`config.mk`:
```
export PLATFORM = sky130hd
export DESIGN_NAME = jct_queue
export DESIGN_NICKNAME = d
export VERILOG_FILES = /design/src/sv/jct_pkg.sv /design/src/sv/jct_queue.sv
export SDC_FILE = /design/constraint.sdc
export NUM_CORES = 1
export LEC_CHECK = 0
export ABC_AREA = 1
export BUFFER_PORTS_ARGS = -buffer_cell sky130_fd_sc_hd__buf_2
export CORE_AREA = 5 5 131 133
export CTS_CLUSTER_DIAMETER = 60
export DETAILED_ROUTE_END_ITERATION = 6
export DIE_AREA = 0 0 136 138
export PLACE_DENSITY = 0.65
export SLEW_MARGIN = 5
export SYNTH_ARGS = -nofsm -noshare
export SYNTH_HDL_FRONTEND = slang
export SYNTH_SLANG_ARGS = --single-unit
```
`constraint.sdc`:
```
create_clock -name clk -period 2.8 [get_ports clk]
set_clock_uncertainty 0.2 [all_clocks]
set_input_delay 0 -clock clk [delete_from_list [all_inputs] [get_ports clk]]
set_output_delay 0 -clock clk [all_outputs]
set_load 0.005 [all_outputs]
```
`src/sv/jct_pkg.sv`:
```
// Shared types, constants and byte-pair conversion functions for the
// Japanese code transcoder. No dependencies.
`default_nettype none

package jct_pkg;

	// Size of each mapping memory
	localparam int unsigned MAP_ENTRIES_DEF = 65536;
	// Depth of the queue between front and back
	localparam int unsigned QUEUE_DEPTH     = 4;
	// Items the block can hold at once: front stage, queue, read stage, output
	localparam int unsigned MAX_INFLIGHT    = QUEUE_DEPTH + 3;

	typedef enum logic [2:0] {
		OP_WR_SJIS_MAP,
		OP_WR_UNI_MAP,
		OP_SJIS_TO_UNI,
		OP_UNI_TO_SJIS,
		OP_JIS_TO_UNI,
		OP_UNI_TO_JIS,
		OP_EUC_TO_UNI,
		OP_UNI_TO_EUC
	} op_t;

	// What the back end does with the word read from a map
	typedef enum logic [1:0] {
		POST_ZERO,
		POST_RAW,
		POST_JIS,
		POST_EUC
	} post_t;

	// One classified beat handed from front to back
	typedef struct packed {
		logic        is_write;
		logic        use_uni;
		post_t       post;
		logic [15:0] addr;
		logic [15:0] word;
	} entry_t;

	// Half-width katakana to full-width JIS
	localparam logic [15:0] KANA_TO_JIS [64] = '{
		16'h2121, 16'h2123, 16'h2156, 16'h2157, 16'h2122, 16'h2126, 16'h2572, 16'h2521,
		16'h2523, 16'h2525, 16'h2527, 16'h2529, 16'h2563, 16'h2565, 16'h2567, 16'h2543,
		16'h213c, 16'h2522, 16'h2524, 16'h2526, 16'h2528, 16'h252a, 16'h252b, 16'h252d,
		16'h252f, 16'h2531, 16'h2533, 16'h2535, 16'h2537, 16'h2539, 16'h253b, 16'h253d,
		16'h253f, 16'h2541, 16'h2544, 16'h2546, 16'h2548, 16'h254a, 16'h254b, 16'h254c,
		16'h254d, 16'h254e, 16'h254f, 16'h2552, 16'h2555, 16'h2558, 16'h255b, 16'h255e,
		16'h255f, 16'h2560, 16'h2561, 16'h2562, 16'h2564, 16'h2566, 16'h2568, 16'h2569,
		16'h256a, 16'h256b, 16'h256c, 16'h256d, 16'h256f, 16'h2573, 16'h212b, 16'h212c
	};

	// EUC-JP to JIS; 0x8E prefix selects half-width katakana
	function automatic logic [15:0] euc_to_jis(input logic [15:0] euc);
		logic [7:0] lo;
		logic [7:0] idx;
		lo  = euc[7:0];
		idx = lo - 8'ha0;
		if (euc[15:8] == 8'h8e) begin
			if (lo < 8'ha0 || lo > 8'hdf) begin
				return 16'h0000;
			end
			return KANA_TO_JIS[idx[5:0]];
		end
		return euc & 16'h7f7f;
	endfunction

	// JIS to SJIS, bytes wrapping modulo 256
	function automatic logic [15:0] jis_to_sjis(input logic [15:0] jis);
		logic [7:0] hi;
		logic [7:0] lo;
		logic [7:0] t;
		hi = jis[15:8];
		lo = jis[7:0] + (hi[0] ? 8'h1f : 8'h7d);
		if (lo >= 8'h7f) begin
			lo = lo + 8'h01;
		end
		t  = hi - 8'h21;
		hi = {1'b0, t[7:1]} + 8'h81;
		if (hi > 8'h9f) begin
			hi = hi + 8'h40;
		end
		return {hi, lo};
	endfunction

	// SJIS lead byte to the odd JIS row byte
	function automatic logic [7:0] sjis_lead_to_row(input logic [7:0] lead);
		logic [7:0] t;
		t = lead - ((lead <= 8'h9f) ? 8'h71 : 8'hb1);
		return {t[6:0], 1'b1};
	endfunction

	function automatic logic [15:0] sjis_to_jis(input logic [15:0] sjis);
		logic [7:0] hi;
		logic [7:0] lo;
		hi = sjis_lead_to_row(sjis[15:8]);
		lo = sjis[7:0];
		if (lo > 8'h7f) begin
			lo = lo - 8'h01;
		end
		if (lo >= 8'h9e) begin
			lo = lo - 8'h7d;
			hi = hi + 8'h01;
		end else begin
			lo = lo - 8'h1f;
		end
		return {hi, lo};
	endfunction

	// Trail byte 0x9F and above selects the even row
	function automatic logic [15:0] sjis_to_euc(input logic [15:0] sjis);
		logic [7:0] hi;
		logic [7:0] lo;
		hi = sjis_lead_to_row(sjis[15:8]);
		lo = sjis[7:0];
		if (lo >= 8'h9f) begin
			lo = lo - 8'h7e;
			hi = hi + 8'h01;
		end else if (lo > 8'h7f) begin
			lo = lo - 8'h20;
		end else begin
			lo = lo - 8'h1f;
		end
		return {hi | 8'h80, lo | 8'h80};
	endfunction

endpackage

`default_nettype wire

```
`src/sv/jct_queue.sv`:
```
// Short queue of decoded beats between front and back end.
// Depends on jct_pkg.
`default_nettype none

module jct_queue
	import jct_pkg::*;
(
	input  wire logic   clk,
	input  wire logic   arst_n,
	input  wire logic   push_valid,
	output logic        push_ready,
	input  wire entry_t push_entry,
	output logic        pop_valid,
	input  wire logic   pop,
	output entry_t      pop_entry
);

	localparam int unsigned PTR_W = $clog2(QUEUE_DEPTH);
	localparam int unsigned CNT_W = $clog2(QUEUE_DEPTH + 1);

	entry_t             slot_q [QUEUE_DEPTH];
	logic [PTR_W-1:0]   wr_ptr_q;
	logic [PTR_W-1:0]   rd_ptr_q;
	logic [CNT_W-1:0]   count_q;
	logic               do_push;
	logic               do_pop;

	assign push_ready = (count_q != CNT_W'(QUEUE_DEPTH));
	assign pop_valid  = (count_q != '0);
	assign pop_entry  = slot_q[rd_ptr_q];
	assign do_push    = push_valid && push_ready;
	assign do_pop     = pop && pop_valid;

	// Advance pointers and occupancy
	always_ff @(posedge clk or negedge arst_n) begin
		if (!arst_n) begin
			wr_ptr_q <= '0;
			rd_ptr_q <= '0;
			count_q  <= '0;
		end else begin
			if (do_push) begin
				wr_ptr_q <= (wr_ptr_q == PTR_W'(QUEUE_DEPTH - 1)) ? '0 : wr_ptr_q + 1'b1;
			end
			if (do_pop) begin
				rd_ptr_q <= (rd_ptr_q == PTR_W'(QUEUE_DEPTH - 1)) ? '0 : rd_ptr_q + 1'b1;
			end
			if (do_push && !do_pop) begin
				count_q <= count_q + 1'b1;
			end else if (do_pop && !do_push) begin
				count_q <= count_q - 1'b1;
			end
		end
	end

	// Store the pushed beat
	always_ff @(posedge clk) begin
		if (do_push) begin
			slot_q[wr_ptr_q] <= push_entry;
		end
	end

endmodule

`default_nettype wire

```
After elaboration in Yosys (flattened, before gate mapping)
Memories as Yosys holds them, arrays and structs flattened.
Index checks and enable logic that the tools add are counted.
- bits in registers: 7
- bits in writable memories: 144
- output and inout bits: 38
- logic and storage cells: 25
- memories: 1
- $add $sub $neg: 4
- eq/ne operators: 3
- muxes and demuxes: 6
- reductions and logical operators: 8
- memories (memory ; depth ; bits a word ; rd ports ; clocked after Yosys merged registers in ; wr ports ; line ; source):
    slot_q ; 4 ; 36 ; 1 ; 0 ; 1 ; jct_queue.sv:21 ; entry_t slot_q [QUEUE_DEPTH];
- operator list (cell ; count):
    3-bit two-way mux ; 2
    2-bit by 1-bit adder with 2-bit output (second input constant) ; 2
    2-bit == test (second input constant) ; 2
    1-bit logical AND ; 4
    2-bit two-way mux ; 2
    3-bit by 1-bit adder with 3-bit output (second input constant) ; 1
    3-bit inequality test (second input constant) ; 1
    3-bit nonzero test ; 1
    3-bit by 1-bit subtractor with 3-bit output (second input constant) ; 1
    1-bit zero test ; 2
    1-bit two-way mux ; 2
    2-bit nonzero test ; 1

Longest topological paths before layout
- depth after elaboration: 6
- mapped depth: 12

Worst setup path after synthesis
Ideal clock, no wire load.
- path kind: reg2reg
- start: register count_q[0]
- end: memory slot_q[0][0] (netlist bit), enable pin
- library setup time: 0.429 ns
- data arrival time: 2.290 ns
- data required time: 2.171 ns
- slack: -0.120 ns
- cell stages (with the launch flop): 5
- clock period less this slack: 2.920 ns
- cells stage by stage: dfrtp_1 -> inv_1 -> nand3_1 -> nand2_1 -> nor2_1
- longest elaborated chain between the ends: 4
- RTL lines (what ; line ; source):
    start: declaration ; jct_queue.sv:24 ; logic [CNT_W-1:0] count_q;
    start signal: assignment ; jct_queue.sv:48 ; count_q <= count_q + 1'b1;
    start signal: assignment ; jct_queue.sv:50 ; count_q <= count_q - 1'b1;
    3-bit inequality test ; jct_queue.sv:28 ; assign push_ready = (count_q != CNT_W'(QUEUE_DEPTH));
    via push_ready ; jct_queue.sv:11 ; output logic push_ready,
    1-bit logical AND ; jct_queue.sv:31 ; assign do_push = push_valid && push_ready;
    1-bit two-way mux ; jct_queue.sv:57 ; if (do_push) begin
    1-bit two-way mux (not written as such) ; jct_queue.sv:58 ; slot_q[wr_ptr_q] <= push_entry;
    end: declaration ; jct_queue.sv:21 ;
The timed path passes the listed nets, and every way through them passes these cells.

==> flow_summary.json <==
{
  "io_buffers": 77,
  "cts-buffers-inserted": 17,
  "ant_nets": 0,
  "synth_top_family_by_area": "compound AO/OA/AOI/OAI gates",
  "fp.dieH_um": 138,
  "placed_area_mm2": 0.00680,
  "core_mm2": 0.0157,
  "synth-seq-cells": 151,
  "synth_xor_area_frac": 0.00141,
  "grt_pass1_wl_um": 19100,
  "top_usage_layer": "met2",
  "hpwl_um": 7160,
  "syn-num-nets": 525,
  "period_share": 0.822,
  "nFillCells": 1346,
  "finalSetupViolCount": 0,
  "worstMarginPinSlew_ps": 777,
  "avgSynthCellArea_um2": 13.0,
  "post-route-min-period_ps": 2300,
  "ff2ff_setup_slack_ps": 730,
  "leakagePower_nw": 3.13,
  "placementRows": 46,
  "vias": 3817,
  "synthDistinctLibCells": 16,
  "postLayoutCellArea_mm2": 0.00779,
  "clock_path_buffers": 2,
  "seq_area_frac_synth": 0.726,
  "synthCells": 478,
  "wirelength_um": 12000,
  "path_clk_slew_ps": 60,
  "grt_pass1_vias": 3803,
  "gp_congestion": 0.837,
  "initial_core_util": 0.394,
  "wl_per_cell_um": 14.4,
  "finalHoldViolCount": 0,
  "grt_util_met3": 0.0374,
  "critPathLaunchType": "register",
  "synth_area_mm2": 0.00619,
  "numClockSinks": 151,
  "holdCritPathClass": "primary input to register",
  "yosys_warnings": 0,
  "gr-usage-all-layers": 0.130,
  "maxCapViolCount": 0,
  "crit_fanout": 73,
  "worst_ir_drop_vdd_mv": 0.711,
  "p_per_area_mw_per_mm2": 999,
  "yosys.area_share.simple": 0.0848,
  "drive_above_1_share": 0.205,
  "multi_input_area_mm2": 0.00120,
  "fmax_ghz": 0.434,
  "cts_tree": "yes",
  "critical_path_arrival_ps": 2100,
  "antenna_found_initial": 0,
  "die_w_um": 136,
  "drt_iter0_markers": 240,
  "synth_compound_area_frac": 0.0881,
  "area.sequential_mm2": 0.00450,
  "whs_ps": 139,
  "grt_util_met2": 0.204,
  "synth_top_area_frac": 0.698,
  "area_growth_pct": 25.8,
  "path_class": "register to primary output",
  "clk_latency_ps": 410,
  "slew_headroom": 0.481,
  "finalPower_mw": 7.78,
  "grtUsageMet1": 0.174,
  "required_ps": 2600,
  "cts-root-buf": "clkbuf_16",
  "io_pins": 78,
  "dieArea_mm2": 0.0188,
  "synth_mux_area_frac": 0,
  "drv_slew": 0,
  "outcome": "completed",
  "synth_area_leader_cell": "edfxtp_1",
  "htreeDepth": 4,
  "endpoint_kind": "primary output",
  "vias_per_cell": 4.60,
  "nNetsFinal": 648,
  "grt_max_degree": 74,
  "synth_fa_ha_area_frac": 0.0154,
  "antenna_cells": 0,
  "route.detailed.drc": 0,
  "first_pass_iters": 4,
  "grt_overflow": 0,
  "yosys-top-cells-area": "edfxtp_1 70%, o211ai_1 8.7%, nand2_1 7.5%",
  "rsz0062_at_grt": "false",
  "tns_ps": 0
}
==> worst paths after layout <==
check | cells after the start | startpoint | to
min reg2reg | 2 | count_q[2] | count_q[2]
max reg2reg | 10 | count_q[0] | count_q[2]
min in group asynchronous | 3 | arst_n | count_q[1]
max | 5 | rd_ptr_q[0] | pop_entry[14]
min | 2 | push_entry[1] | slot_q[1][1]
max in group asynchronous | 3 | arst_n | rd_ptr_q[0]
==> sequential cells by signal (all words and copies together) (netlist names) <==
signal / flops
rd_ptr_q: 2
slot_q: 144
count_q: 3
wr_ptr_q: 2
==> worst max-delay path: stages (launching register included) <==
cell      delay (ps)
dfrtp_4          900
buf_12           300
nand2_1           80
o211ai_1          80
nand2_1          120
buf_2            150
==> Yosys cell counts <==
| cell | n |
|---|---|
| buf_4 | 3 |
| edfxtp_1 | 144 |
| nor2_1 | 6 |
| xnor2_1 | 1 |
| nand2_1 | 123 |
| nand3_1 | 7 |
| buf_6 | 12 |
| o21ai_0 | 1 |
| ha_1 | 6 |
| buf_2 | 8 |
| inv_2 | 1 |
| fa_1 | 1 |
| nand4_1 | 1 |
| inv_1 | 85 |
| o211ai_1 | 72 |
| dfrtp_1 | 7 |
==> cells by family (layout without fill, tap and decap cells) <==
family                     Yosys count  count (layout)
DFF                                151             151
buffers and inverters              109             245
and+or+nand+nor                    137             137
xor gates and xnor gates             1               1
AOI/OAI and AO/OA                   73              73
adders and majority gates            7               7
==> layer usage <==
metal | part of all wire | vias up
met3 | 0.046 | 11
met2 | 0.48 | 78
met1 | 0.46 | 1828
li1 | - | 1900
met4 | 0.014 | 0
met5 | 0 | -
==> repair_timing <==
item	4_1_cts	5_1_grt
gates resized for setup	0	0
hold endpoints to repair	156	0
hold buffers	40	0
setup buffers	0	0
==> final cells by class <==
class | count | share of cell area
flip-flops and latches | 151 | 0.578
multi-input cells | 218 | 0.155
repair buffers | 127 | 0.115
clock buffers | 17 | 0.0546
inverters | 86 | 0.0414
well taps | 216 | 0.0347
clock inverters | 15 | 0.0217
==> cell usage in the layout (no fill, tap or decap), types with 2 or more instances in the layout <==
cell           instances
dfrtp_1                5
o211ai_1              72
nand3_1                7
buf_2                 77
bufinv_16              2
inv_1                 85
clkinvlp_4             3
nor2_1                 2
nand2_1              123
buf_4                  7
nor2_4                 4
edfxtp_1             144
inv_6                  4
dlygate4sd3_1         40
ha_1                   6
buf_12                 3
clkinv_4               4
clkbuf_16             17
==> through the flow <==
stage                      util  std cells  setup slack (ps)
final                     0.496        830               497
after global routing      0.496        830               297
after CTS                 0.496        830               472
after detailed placement  0.433        758               749
after global placement    0.433        758               897
after floorplan               -        478              -120
==> power by group <==
group / internal, mW / leakage [nW] / switching, mW / total, mW
registers: 2.98 / 1.40 / 0.268 / 3.24
logic: 0.905 / 1.44 / 1.41 / 2.31
clock network: 1.33 / 0.283 / 0.897 / 2.23
Power figures use the tool's default switching activity.
