<file path="src/sv/jct_pkg.sv">
// Shared types, constants and byte-pair conversion functions for the
// Japanese code transcoder. No dependencies.
`default_nettype none

package jct_pkg;

	// Size of each mapping memory
	localparam int unsigned MAP_ENTRIES_DEF = 65536;
	// Depth of the queue between front and back
	localparam int unsigned QUEUE_DEPTH     = 4;
	// Items the block can hold at once: front stage, queue, read stage, output
	localparam int unsigned MAX_INFLIGHT    = QUEUE_DEPTH + 3;

	typedef enum logic [2:0] {
		OP_WR_SJIS_MAP,
		OP_WR_UNI_MAP,
		OP_SJIS_TO_UNI,
		OP_UNI_TO_SJIS,
		OP_JIS_TO_UNI,
		OP_UNI_TO_JIS,
		OP_EUC_TO_UNI,
		OP_UNI_TO_EUC
	} op_t;

	// What the back end does with the word read from a map
	typedef enum logic [1:0] {
		POST_ZERO,
		POST_RAW,
		POST_JIS,
		POST_EUC
	} post_t;

	// One classified beat handed from front to back
	typedef struct packed {
		logic        is_write;
		logic        use_uni;
		post_t       post;
		logic [15:0] addr;
		logic [15:0] word;
	} entry_t;

	// Half-width katakana to full-width JIS
	localparam logic [15:0] KANA_TO_JIS [64] = '{
		16'h2121, 16'h2123, 16'h2156, 16'h2157, 16'h2122, 16'h2126, 16'h2572, 16'h2521,
		16'h2523, 16'h2525, 16'h2527, 16'h2529, 16'h2563, 16'h2565, 16'h2567, 16'h2543,
		16'h213c, 16'h2522, 16'h2524, 16'h2526, 16'h2528, 16'h252a, 16'h252b, 16'h252d,
		16'h252f, 16'h2531, 16'h2533, 16'h2535, 16'h2537, 16'h2539, 16'h253b, 16'h253d,
		16'h253f, 16'h2541, 16'h2544, 16'h2546, 16'h2548, 16'h254a, 16'h254b, 16'h254c,
		16'h254d, 16'h254e, 16'h254f, 16'h2552, 16'h2555, 16'h2558, 16'h255b, 16'h255e,
		16'h255f, 16'h2560, 16'h2561, 16'h2562, 16'h2564, 16'h2566, 16'h2568, 16'h2569,
		16'h256a, 16'h256b, 16'h256c, 16'h256d, 16'h256f, 16'h2573, 16'h212b, 16'h212c
	};

	// EUC-JP to JIS; 0x8E prefix selects half-width katakana
	function automatic logic [15:0] euc_to_jis(input logic [15:0] euc);
		logic [7:0] lo;
		logic [7:0] idx;
		lo  = euc[7:0];
		idx = lo - 8'ha0;
		if (euc[15:8] == 8'h8e) begin
			if (lo < 8'ha0 || lo > 8'hdf) begin
				return 16'h0000;
			end
			return KANA_TO_JIS[idx[5:0]];
		end
		return euc & 16'h7f7f;
	endfunction

	// JIS to SJIS, bytes wrapping modulo 256
	function automatic logic [15:0] jis_to_sjis(input logic [15:0] jis);
		logic [7:0] hi;
		logic [7:0] lo;
		logic [7:0] t;
		hi = jis[15:8];
		lo = jis[7:0] + (hi[0] ? 8'h1f : 8'h7d);
		if (lo >= 8'h7f) begin
			lo = lo + 8'h01;
		end
		t  = hi - 8'h21;
		hi = {1'b0, t[7:1]} + 8'h81;
		if (hi > 8'h9f) begin
			hi = hi + 8'h40;
		end
		return {hi, lo};
	endfunction

	// SJIS lead byte to the odd JIS row byte
	function automatic logic [7:0] sjis_lead_to_row(input logic [7:0] lead);
		logic [7:0] t;
		t = lead - ((lead <= 8'h9f) ? 8'h71 : 8'hb1);
		return {t[6:0], 1'b1};
	endfunction

	function automatic logic [15:0] sjis_to_jis(input logic [15:0] sjis);
		logic [7:0] hi;
		logic [7:0] lo;
		hi = sjis_lead_to_row(sjis[15:8]);
		lo = sjis[7:0];
		if (lo > 8'h7f) begin
			lo = lo - 8'h01;
		end
		if (lo >= 8'h9e) begin
			lo = lo - 8'h7d;
			hi = hi + 8'h01;
		end else begin
			lo = lo - 8'h1f;
		end
		return {hi, lo};
	endfunction

	// Trail byte 0x9F and above selects the even row
	function automatic logic [15:0] sjis_to_euc(input logic [15:0] sjis);
		logic [7:0] hi;
		logic [7:0] lo;
		hi = sjis_lead_to_row(sjis[15:8]);
		lo = sjis[7:0];
		if (lo >= 8'h9f) begin
			lo = lo - 8'h7e;
			hi = hi + 8'h01;
		end else if (lo > 8'h7f) begin
			lo = lo - 8'h20;
		end else begin
			lo = lo - 8'h1f;
		end
		return {hi | 8'h80, lo | 8'h80};
	endfunction

endpackage

`default_nettype wire

</file>
<file path="src/sv/jct_intf.sv">
// Valid/ready channel interfaces for the transcoder's input and output beats.
// No dependencies.
`default_nettype none

interface jct_in_if;
	logic        valid;
	logic        ready;
	logic [2:0]  operation;
	logic [15:0] code_in;
	logic [15:0] table_word;

	modport source(output valid, operation, code_in, table_word, input ready);
	modport sink(input valid, operation, code_in, table_word, output ready);
endinterface


`default_nettype wire

</file>
<file path="src/sv/jct_front.sv">
// Front end: accepts input beats, decodes the operation and works out the
// map address (JIS/EUC arithmetic). Depends on jct_pkg and jct_intf.
`default_nettype none

module jct_front
	import jct_pkg::*;
(
	input  wire logic   clk,
	input  wire logic   arst_n,
	jct_in_if.sink      in_ch,
	output logic        push_valid,
	input  wire logic   push_ready,
	output entry_t      push_entry
);

	logic   s1_valid_q;
	entry_t entry_s1;
	entry_t entry_d;
	op_t    op;

	// Classify the operation and compute the map address
	always_comb begin
		op               = op_t'(in_ch.operation);
		entry_d.is_write = 1'b0;
		entry_d.use_uni  = 1'b0;
		entry_d.post     = POST_RAW;
		entry_d.addr     = in_ch.code_in;
		entry_d.word     = in_ch.table_word;
		unique case (op)
			OP_WR_SJIS_MAP: begin
				entry_d.is_write = 1'b1;
				entry_d.post     = POST_ZERO;
			end
			OP_WR_UNI_MAP: begin
				entry_d.is_write = 1'b1;
				entry_d.use_uni  = 1'b1;
				entry_d.post     = POST_ZERO;
			end
			OP_SJIS_TO_UNI: begin
			end
			OP_UNI_TO_SJIS: begin
				entry_d.use_uni = 1'b1;
			end
			OP_JIS_TO_UNI: begin
				entry_d.addr = jis_to_sjis(in_ch.code_in);
			end
			OP_UNI_TO_JIS: begin
				entry_d.use_uni = 1'b1;
				entry_d.post    = POST_JIS;
			end
			OP_EUC_TO_UNI: begin
				entry_d.addr = jis_to_sjis(euc_to_jis(in_ch.code_in));
			end
			OP_UNI_TO_EUC: begin
				entry_d.use_uni = 1'b1;
				entry_d.post    = POST_EUC;
			end
		endcase
	end

	// Take a new beat whenever the stage is empty or drains into the queue
	assign in_ch.ready = !s1_valid_q || push_ready;
	assign push_valid  = s1_valid_q;
	assign push_entry  = entry_s1;

	always_ff @(posedge clk or negedge arst_n) begin
		if (!arst_n) begin
			s1_valid_q <= 1'b0;
		end else if (in_ch.ready) begin
			s1_valid_q <= in_ch.valid;
		end
	end

	// Hold the decoded beat
	always_ff @(posedge clk) begin
		if (in_ch.valid && in_ch.ready) begin
			entry_s1 <= entry_d;
		end
	end

endmodule

`default_nettype wire

</file>
<file path="src/flat_wrapper.sv">
// flat-port wrapper written by rule: the top's interface ports become plain ports
module jct_front_flat import jct_pkg::*;
  (clk, arst_n, push_valid, push_ready, push_entry, in_ch_valid, in_ch_operation, in_ch_code_in, in_ch_table_word, in_ch_ready);
  jct_in_if in_ch_i ();
  input  wire logic clk;
  input  wire logic arst_n;
  output logic push_valid;
  input  wire logic push_ready;
  output entry_t push_entry;
  input wire logic [$bits(in_ch_i.valid)-1:0] in_ch_valid;
  input wire logic [$bits(in_ch_i.operation)-1:0] in_ch_operation;
  input wire logic [$bits(in_ch_i.code_in)-1:0] in_ch_code_in;
  input wire logic [$bits(in_ch_i.table_word)-1:0] in_ch_table_word;
  output wire logic [$bits(in_ch_i.ready)-1:0] in_ch_ready;
  assign in_ch_i.valid = in_ch_valid;
  assign in_ch_i.operation = in_ch_operation;
  assign in_ch_i.code_in = in_ch_code_in;
  assign in_ch_i.table_word = in_ch_table_word;
  assign in_ch_ready = in_ch_i.ready;
  jct_front u_core (.clk(clk), .arst_n(arst_n), .in_ch(in_ch_i), .push_valid(push_valid), .push_ready(push_ready), .push_entry(push_entry));
endmodule
</file>
<file path="config.mk">
export PLATFORM = sky130hd
export DESIGN_NAME = jct_front_flat
export DESIGN_NICKNAME = d
export VERILOG_FILES = /design/src/sv/jct_pkg.sv /design/src/sv/jct_intf.sv /design/src/sv/jct_front.sv /design/src/flat_wrapper.sv
export SDC_FILE = /design/constraint.sdc
export NUM_CORES = 1
export LEC_CHECK = 0
export ABC_AREA = 0
export BUFFER_PORTS_ARGS = -buffer_cell sky130_fd_sc_hd__buf_2
export CORE_ASPECT_RATIO = 2
export CORE_MARGIN = 8
export CORE_UTILIZATION = 45
export DETAILED_ROUTE_END_ITERATION = 6
export PLACE_DENSITY_LB_ADDON = 0.3
export SLEW_MARGIN = 20
export SYNTH_ARGS = -nofsm -noshare
export SYNTH_HDL_FRONTEND = slang
export SYNTH_SLANG_ARGS = --single-unit
</file>
<file path="constraint.sdc">
create_clock -name clk -period 2 [get_ports clk]
set_clock_uncertainty 0.2 [all_clocks]
set_input_delay 0.3 -clock clk [delete_from_list [all_inputs] [get_ports clk]]
set_output_delay 0.3 -clock clk [all_outputs]
set_load 0.02 [all_outputs]
</file>
# Word-level counts from Yosys, hierarchy flattened
# Memories as Yosys holds them, arrays and structs flattened.
# Index checks and enable logic that the tools add are counted.
# classes
addsub	11
n_mul	0
div_mod_pow	0
order_cmp	7
eq_ne	7
shift	0
n_mux	22
n_bitwise	1
reduce_logical	7
# op_table
operator	count
$mux W16	7
$mux W8	4
$pmux W16 S2	1
$gt A8 B8 Y1 const B	3
$add A7 B8 Y8 const B	2
$add A8 B1 Y8 const B	2
$add A8 B7 Y8 const B	2
$ge A8 B7 Y1 const B	2
$sub A8 B6 Y8 const B	2
$mux W7	2
$eq A3 B3 Y1 const B	4
$add A8 B7 Y8	1
$add A8 B8 Y8	1
$eq A8 B8 Y1 const B	1
$lt A8 B8 Y1 const B	1
$ge A7 B7 Y1 const B	1
$mux W1	7
$not A6 Y7	1
$pmux W2 S3	1
$sub A6 B6 Y6 const B	1
$reduce_or A4 Y1	1
$eq A3 B1 Y1 const B	1
$eq A3 B2 Y1 const B	1
$logic_not A3 Y1	1
4 further kinds	5
# totals
register_bits	37
latchBits	0
ramBits	0
mem_bits_ro	1024
word_cells	62
n_memories	1
# memory_table
name	depth	width	rd	rd_clocked_by_memory_dff	write_ports	line_no	rtl
(name not given)	64	16	1	0	0	jct_pkg.sv:64	return KANA_TO_JIS[idx[5:0]];

# Logic depth before layout (Yosys ltp)
# depth
ltp_word	14
depth_mapped	20
depth_no_buf	18

# Worst setup path after synthesis
# Ideal clock, no wire load.
# synth_timing
kind	input to register
from	input port in_ch_code_in[8]
to	register u_core.entry_s1, in the netlist u_core.push_entry[23] (data pin)
setup_time_ns	0.180
t_arrival_ns	3.897
path_slack_ns	-2.277
cell_stages	17
path_buffers	2
cell_sequence	clkbuf_1 inv_1 ha_1 nand4_1 or4b_4 buf_6 o22ai_1 and2_1 inv_1 fa_1 inv_1 a221oi_1 a311o_1 nand3_1 o211ai_1 or3_1 a221oi_1
# synth_rtl
item	line_no	rtl
from (decl)	flat_wrapper.sv:12	input wire logic [$bits(in_ch_i.code_in)-1:0] in_ch_code_in;
to (signal assigned)	jct_front.sv:77	entry_s1 <= entry_d;
to (decl)	jct_front.sv:17	entry_t entry_s1;

==> flow_metrics.py <==
metrics = {
    "synthesis": {
        "ys_dominant_reg_cell": "sky130_fd_sc_hd__edfxtp_1",
        "synth_cells": 450,
        "post-synth-top-count-cell": "sky130_fd_sc_hd__edfxtp_1",
        "yosys_warnings": 0,
        "syn-cell-area_mm2": 0.00387,
        "post_synthesis_cell_type_with_the_largest_combined_area": "sky130_fd_sc_hd__edfxtp_1",
        "postSynthNetCount": 511,
        "yosys-top-cells-count": "36 x sky130_fd_sc_hd__edfxtp_1, 30 x sky130_fd_sc_hd__nand2_1, 26 x sky130_fd_sc_hd__a21oi_1, 25 x sky130_fd_sc_hd__nor2_1",
        "postSynth.asyncResetShare_pct": 2.70,
        "synth-edff-count": 36,
        "synth.ff_latch_count": 37,
        "netlist.area_leader.share_pct": 28.0,
        "seq_area_frac_synth_pct": 28.6,
        "synth_top_cells_by_area": "sky130_fd_sc_hd__edfxtp_1 28%, sky130_fd_sc_hd__ha_1 6.5%, sky130_fd_sc_hd__xnor2_1 4.3%",
        "yosys.cell_types.count": 76,
        "synth_area_per_cell_um2": 8.59,
    },
    "floorplanning": {
        "die_width_um": 81.6,
        "io_pins": 77,
        "rows": 48,
        "starting_density_pct": 45.7,
        "floorplan.die_area_mm2": 0.0120,
        "die_height_um": 147,
        "core_region_area_mm2": 0.00847,
    },
    "critical_path": {
        "critical_path.n_buffers_inverters": 2,
        "timing.critical_path.required_ns": 1.90,
        "timing.reg2reg.setup_slack_ns": 0.22,
        "reg2reg_from": "u_core.push_valid",
        "worst_setup_path_end_kind": "register",
        "reg2regPathDepth": 2,
        "crit_slowest_cell": "sky130_fd_sc_hd__or4b_4",
        "crit_path_cell_trace": "buf_6 -> or3_4 -> or4b_4 -> buf_6 -> a21oi_2 -> o21ai_1 -> o31ai_1 -> ha_1 -> or4b_4 -> mux2i_4 -> o211ai_1 -> or3_1 -> a221oi_2",
        "timing.critical_path.fanout_max": 4,
        "worst-setup-path-type": "primary input to register",
        "critical-path-top-delay-family": "simple AND/OR/NAND/NOR gates",
        "startpoint_type": "primary input",
        "signal_arrival_time_at_the_worst_endpoint_ns": 3.68,
        "cpPeakStageDelay_ns": 0.57,
        "regToRegEndpoint": "u_core.push_entry[35]",
    },
    "sta": {
        "min_period_over_period_pct": 189,
        "drv_slew": 0,
        "worst_slack_ns": -1.78,
        "timing.final.hold_violations": 1,
        "slew_headroom_pct": 46.3,
        "rsz0062_at_grt": "true",
        "number_of_setup_violations_in_the_final_report": 16,
        "final.min_clock_period_ns": 3.78,
        "fmax_ghz": 0.265,
        "timing.hold.ws_ns": -0.00277,
        "worst_pin_slew_ns": 0.806,
    },
    "place": {
        "place.detailed.hpwl_mm": 10.0,
        "dp_cells": 738,
        "place_congestion": 0.939,
        "placement.io_buffers": 76,
        "preCtsSetupSlack_ns": -1.98,
    },
    "outcome": {
        "run_status": "complete, but fails checks",
        "failed_checks": "negative hold slack, negative setup slack",
    },
    "cts": {
        "clock_path_buffers": 2,
        "clock_latency_ns": 0.28,
        "cts.sink_count": 37,
        "htree_levels": 2,
        "clock_pin_slew_of_the_registers_on_the_worst_case_setup_and_hold_paths_ns": 0.06,
        "clk_root_buffer_cell": "sky130_fd_sc_hd__clkbuf_16",
        "cts_tree": "yes",
        "numCtsBuffers": 5,
    },
    "global_routing": {
        "grt_first_pass_wirelength_mm": 22.5,
        "first_global_vias": 4628,
        "grt_antenna_before_repair": 0,
        "overflow": 0,
        "pin_count_of_the_biggest_net_entering_global_routing": 37,
        "grt_util_all_layers_pct": 23.2,
    },
    "cells_and_area": {
        "final_cell_count_no_fill": 781,
        "fin_nets": 741,
        "diodes": 0,
        "nFillCells": 567,
        "layout-area-overhead-vs-synth_pct": 62.0,
        "fraction_of_final_layout_cells_with_drive_strength_greater_than_1_pct": 48.9,
    },
    "drt": {
        "drtIter0Drc": 409,
        "vias": 4714,
        "remaining_drc_errors": 0,
        "wl_per_cell_um": 19.7,
        "finalWirelength_mm": 15.4,
        "detail_route.first_pass.iterations": 5,
        "via_per_inst": 6.04,
        "antenna_violating_nets_remaining": 0,
    },
    "worst_hold_path": {
        "worst_hold_path_type": "primary input to register",
        "hold-path-endpoint": "u_core.push_entry[14]",
        "min_path_cells": 1,
        "hold_path.startpoint": "in_ch_table_word[14]",
    },
    "power_and_ir_drop": {
        "power_density_mw_per_mm2": 491,
        "total_power_uw": 3070,
        "leakagePower_uw": 0.00268,
        "peakVddDrop_uv": 852,
    },
    "flow_run": {
        "cap_viol_max_count": 0,
    },
}
worst max path at each step:
stage	from	end	slack, ns	cells after the start
CTS	in_ch_code_in[14]	u_core.push_entry[23]	-1.58	12
global route	in_ch_code_in[14]	u_core.push_entry[23]	-1.87	11
global placement	in_ch_code_in[14]	u_core.push_entry[23]	-1.90	12
finish	in_ch_code_in[14]	u_core.push_entry[23]	-1.78	13
floorplan	in_ch_code_in[12]	u_core.push_entry[23]	-1.97	14
detailed placement	in_ch_code_in[0]	u_core.push_entry[23]	-1.98	17
through the flow:
| step | area [µm²] | utilization, % | setup TNS (ns) |
|---|---|---|---|
| 2_1_floorplan | 3940 | - | -23.38 |
| 3_3_place_gp | 5390 | 63.6 | -24.69 |
| 3_5_place_dp | 5390 | 63.6 | -25.48 |
| 4_1_cts | 5970 | 70.5 | -19.08 |
| 5_1_grt | 6270 | 74.0 | -22.73 |
| 6_report | 6270 | 74.0 | -20.98 |
area by class of cell:
| class | count | area [µm²] | area share (%) |
|---|---|---|---|
| clock inverter | 3 | 17.5 | 0.280 |
| tap | 100 | 125 | 2.00 |
| multi-input combinational | 358 | 2940 | 46.9 |
| timing repair buffer | 258 | 1870 | 29.9 |
| sequential | 37 | 1110 | 17.7 |
| clock buffer | 5 | 125 | 2.00 |
| inverter | 20 | 82.6 | 1.32 |
cells by family after synthesis:
logic type      Yosys count  share of synthesized area (%)
simple gates            149                           20.8
compound gates          146                           27.0
buf+inv                  55                           5.92
flops                    37                           28.6
xor+xnor                 27                           6.11
fa+ha+maj                22                           7.51
mux                      14                           4.04
where the power goes:
| part | switching (µW) | internal (µW) | total, µW | leakage (µW) |
|---|---|---|---|---|
| clock | 303 | 457 | 760 | 0.0000712 |
| combinational | 724 | 659 | 1380 | 0.00226 |
| sequential | 15.5 | 916 | 932 | 0.000354 |
| total | 1040 | 2030 | 3070 | 0.00268 |
state kept, by name, summed over array words and instances, names as in the netlist:
signal             flops
u_core.push_entry     36
u_core.push_valid      1
layer usage:
metal	vias to the layer above	part of all wire [%]	GRT usage [%]
met5	-	0	0
met4	0	3.7	7.30
met3	58	7.6	5.75
met2	226	51	38.6
met1	2270	37	27.7
li1	2160	-	-
cells in the final DEF (no fill, tap or decap), drive strengths merged, types with 6 or more instances in the layout:
cell type | Yosys | routed
buf | 12 | 247
edfxtp | 36 | 36
o21ai | 31 | 31
nand2 | 30 | 30
a21oi | 26 | 26
nor2 | 25 | 25
ha | 20 | 20
xnor2 | 19 | 19
inv | 19 | 19
nand3 | 15 | 15
nor3 | 14 | 14
o211ai | 11 | 11
nand2b | 11 | 11
dlygate4sd3 | 0 | 11
mux2i | 10 | 10
nor2b | 9 | 9
o22ai | 9 | 9
xor2 | 8 | 8
and2 | 7 | 7
o31ai | 7 | 7
a31oi | 6 | 6
timing repair:
| item | in CTS | in global routing |
|---|---|---|
| hold buffers | 9 | 2 |
| hold endpoints to repair | 9 | 2 |
| setup buffers | 14 | 12 |
| gates resized for setup | 57 | 45 |
| endpoints found under the setup margin | 16 | 16 |
| pin swaps | 32 | 42 |
No activity file was read; power rests on OpenSTA's default activity.
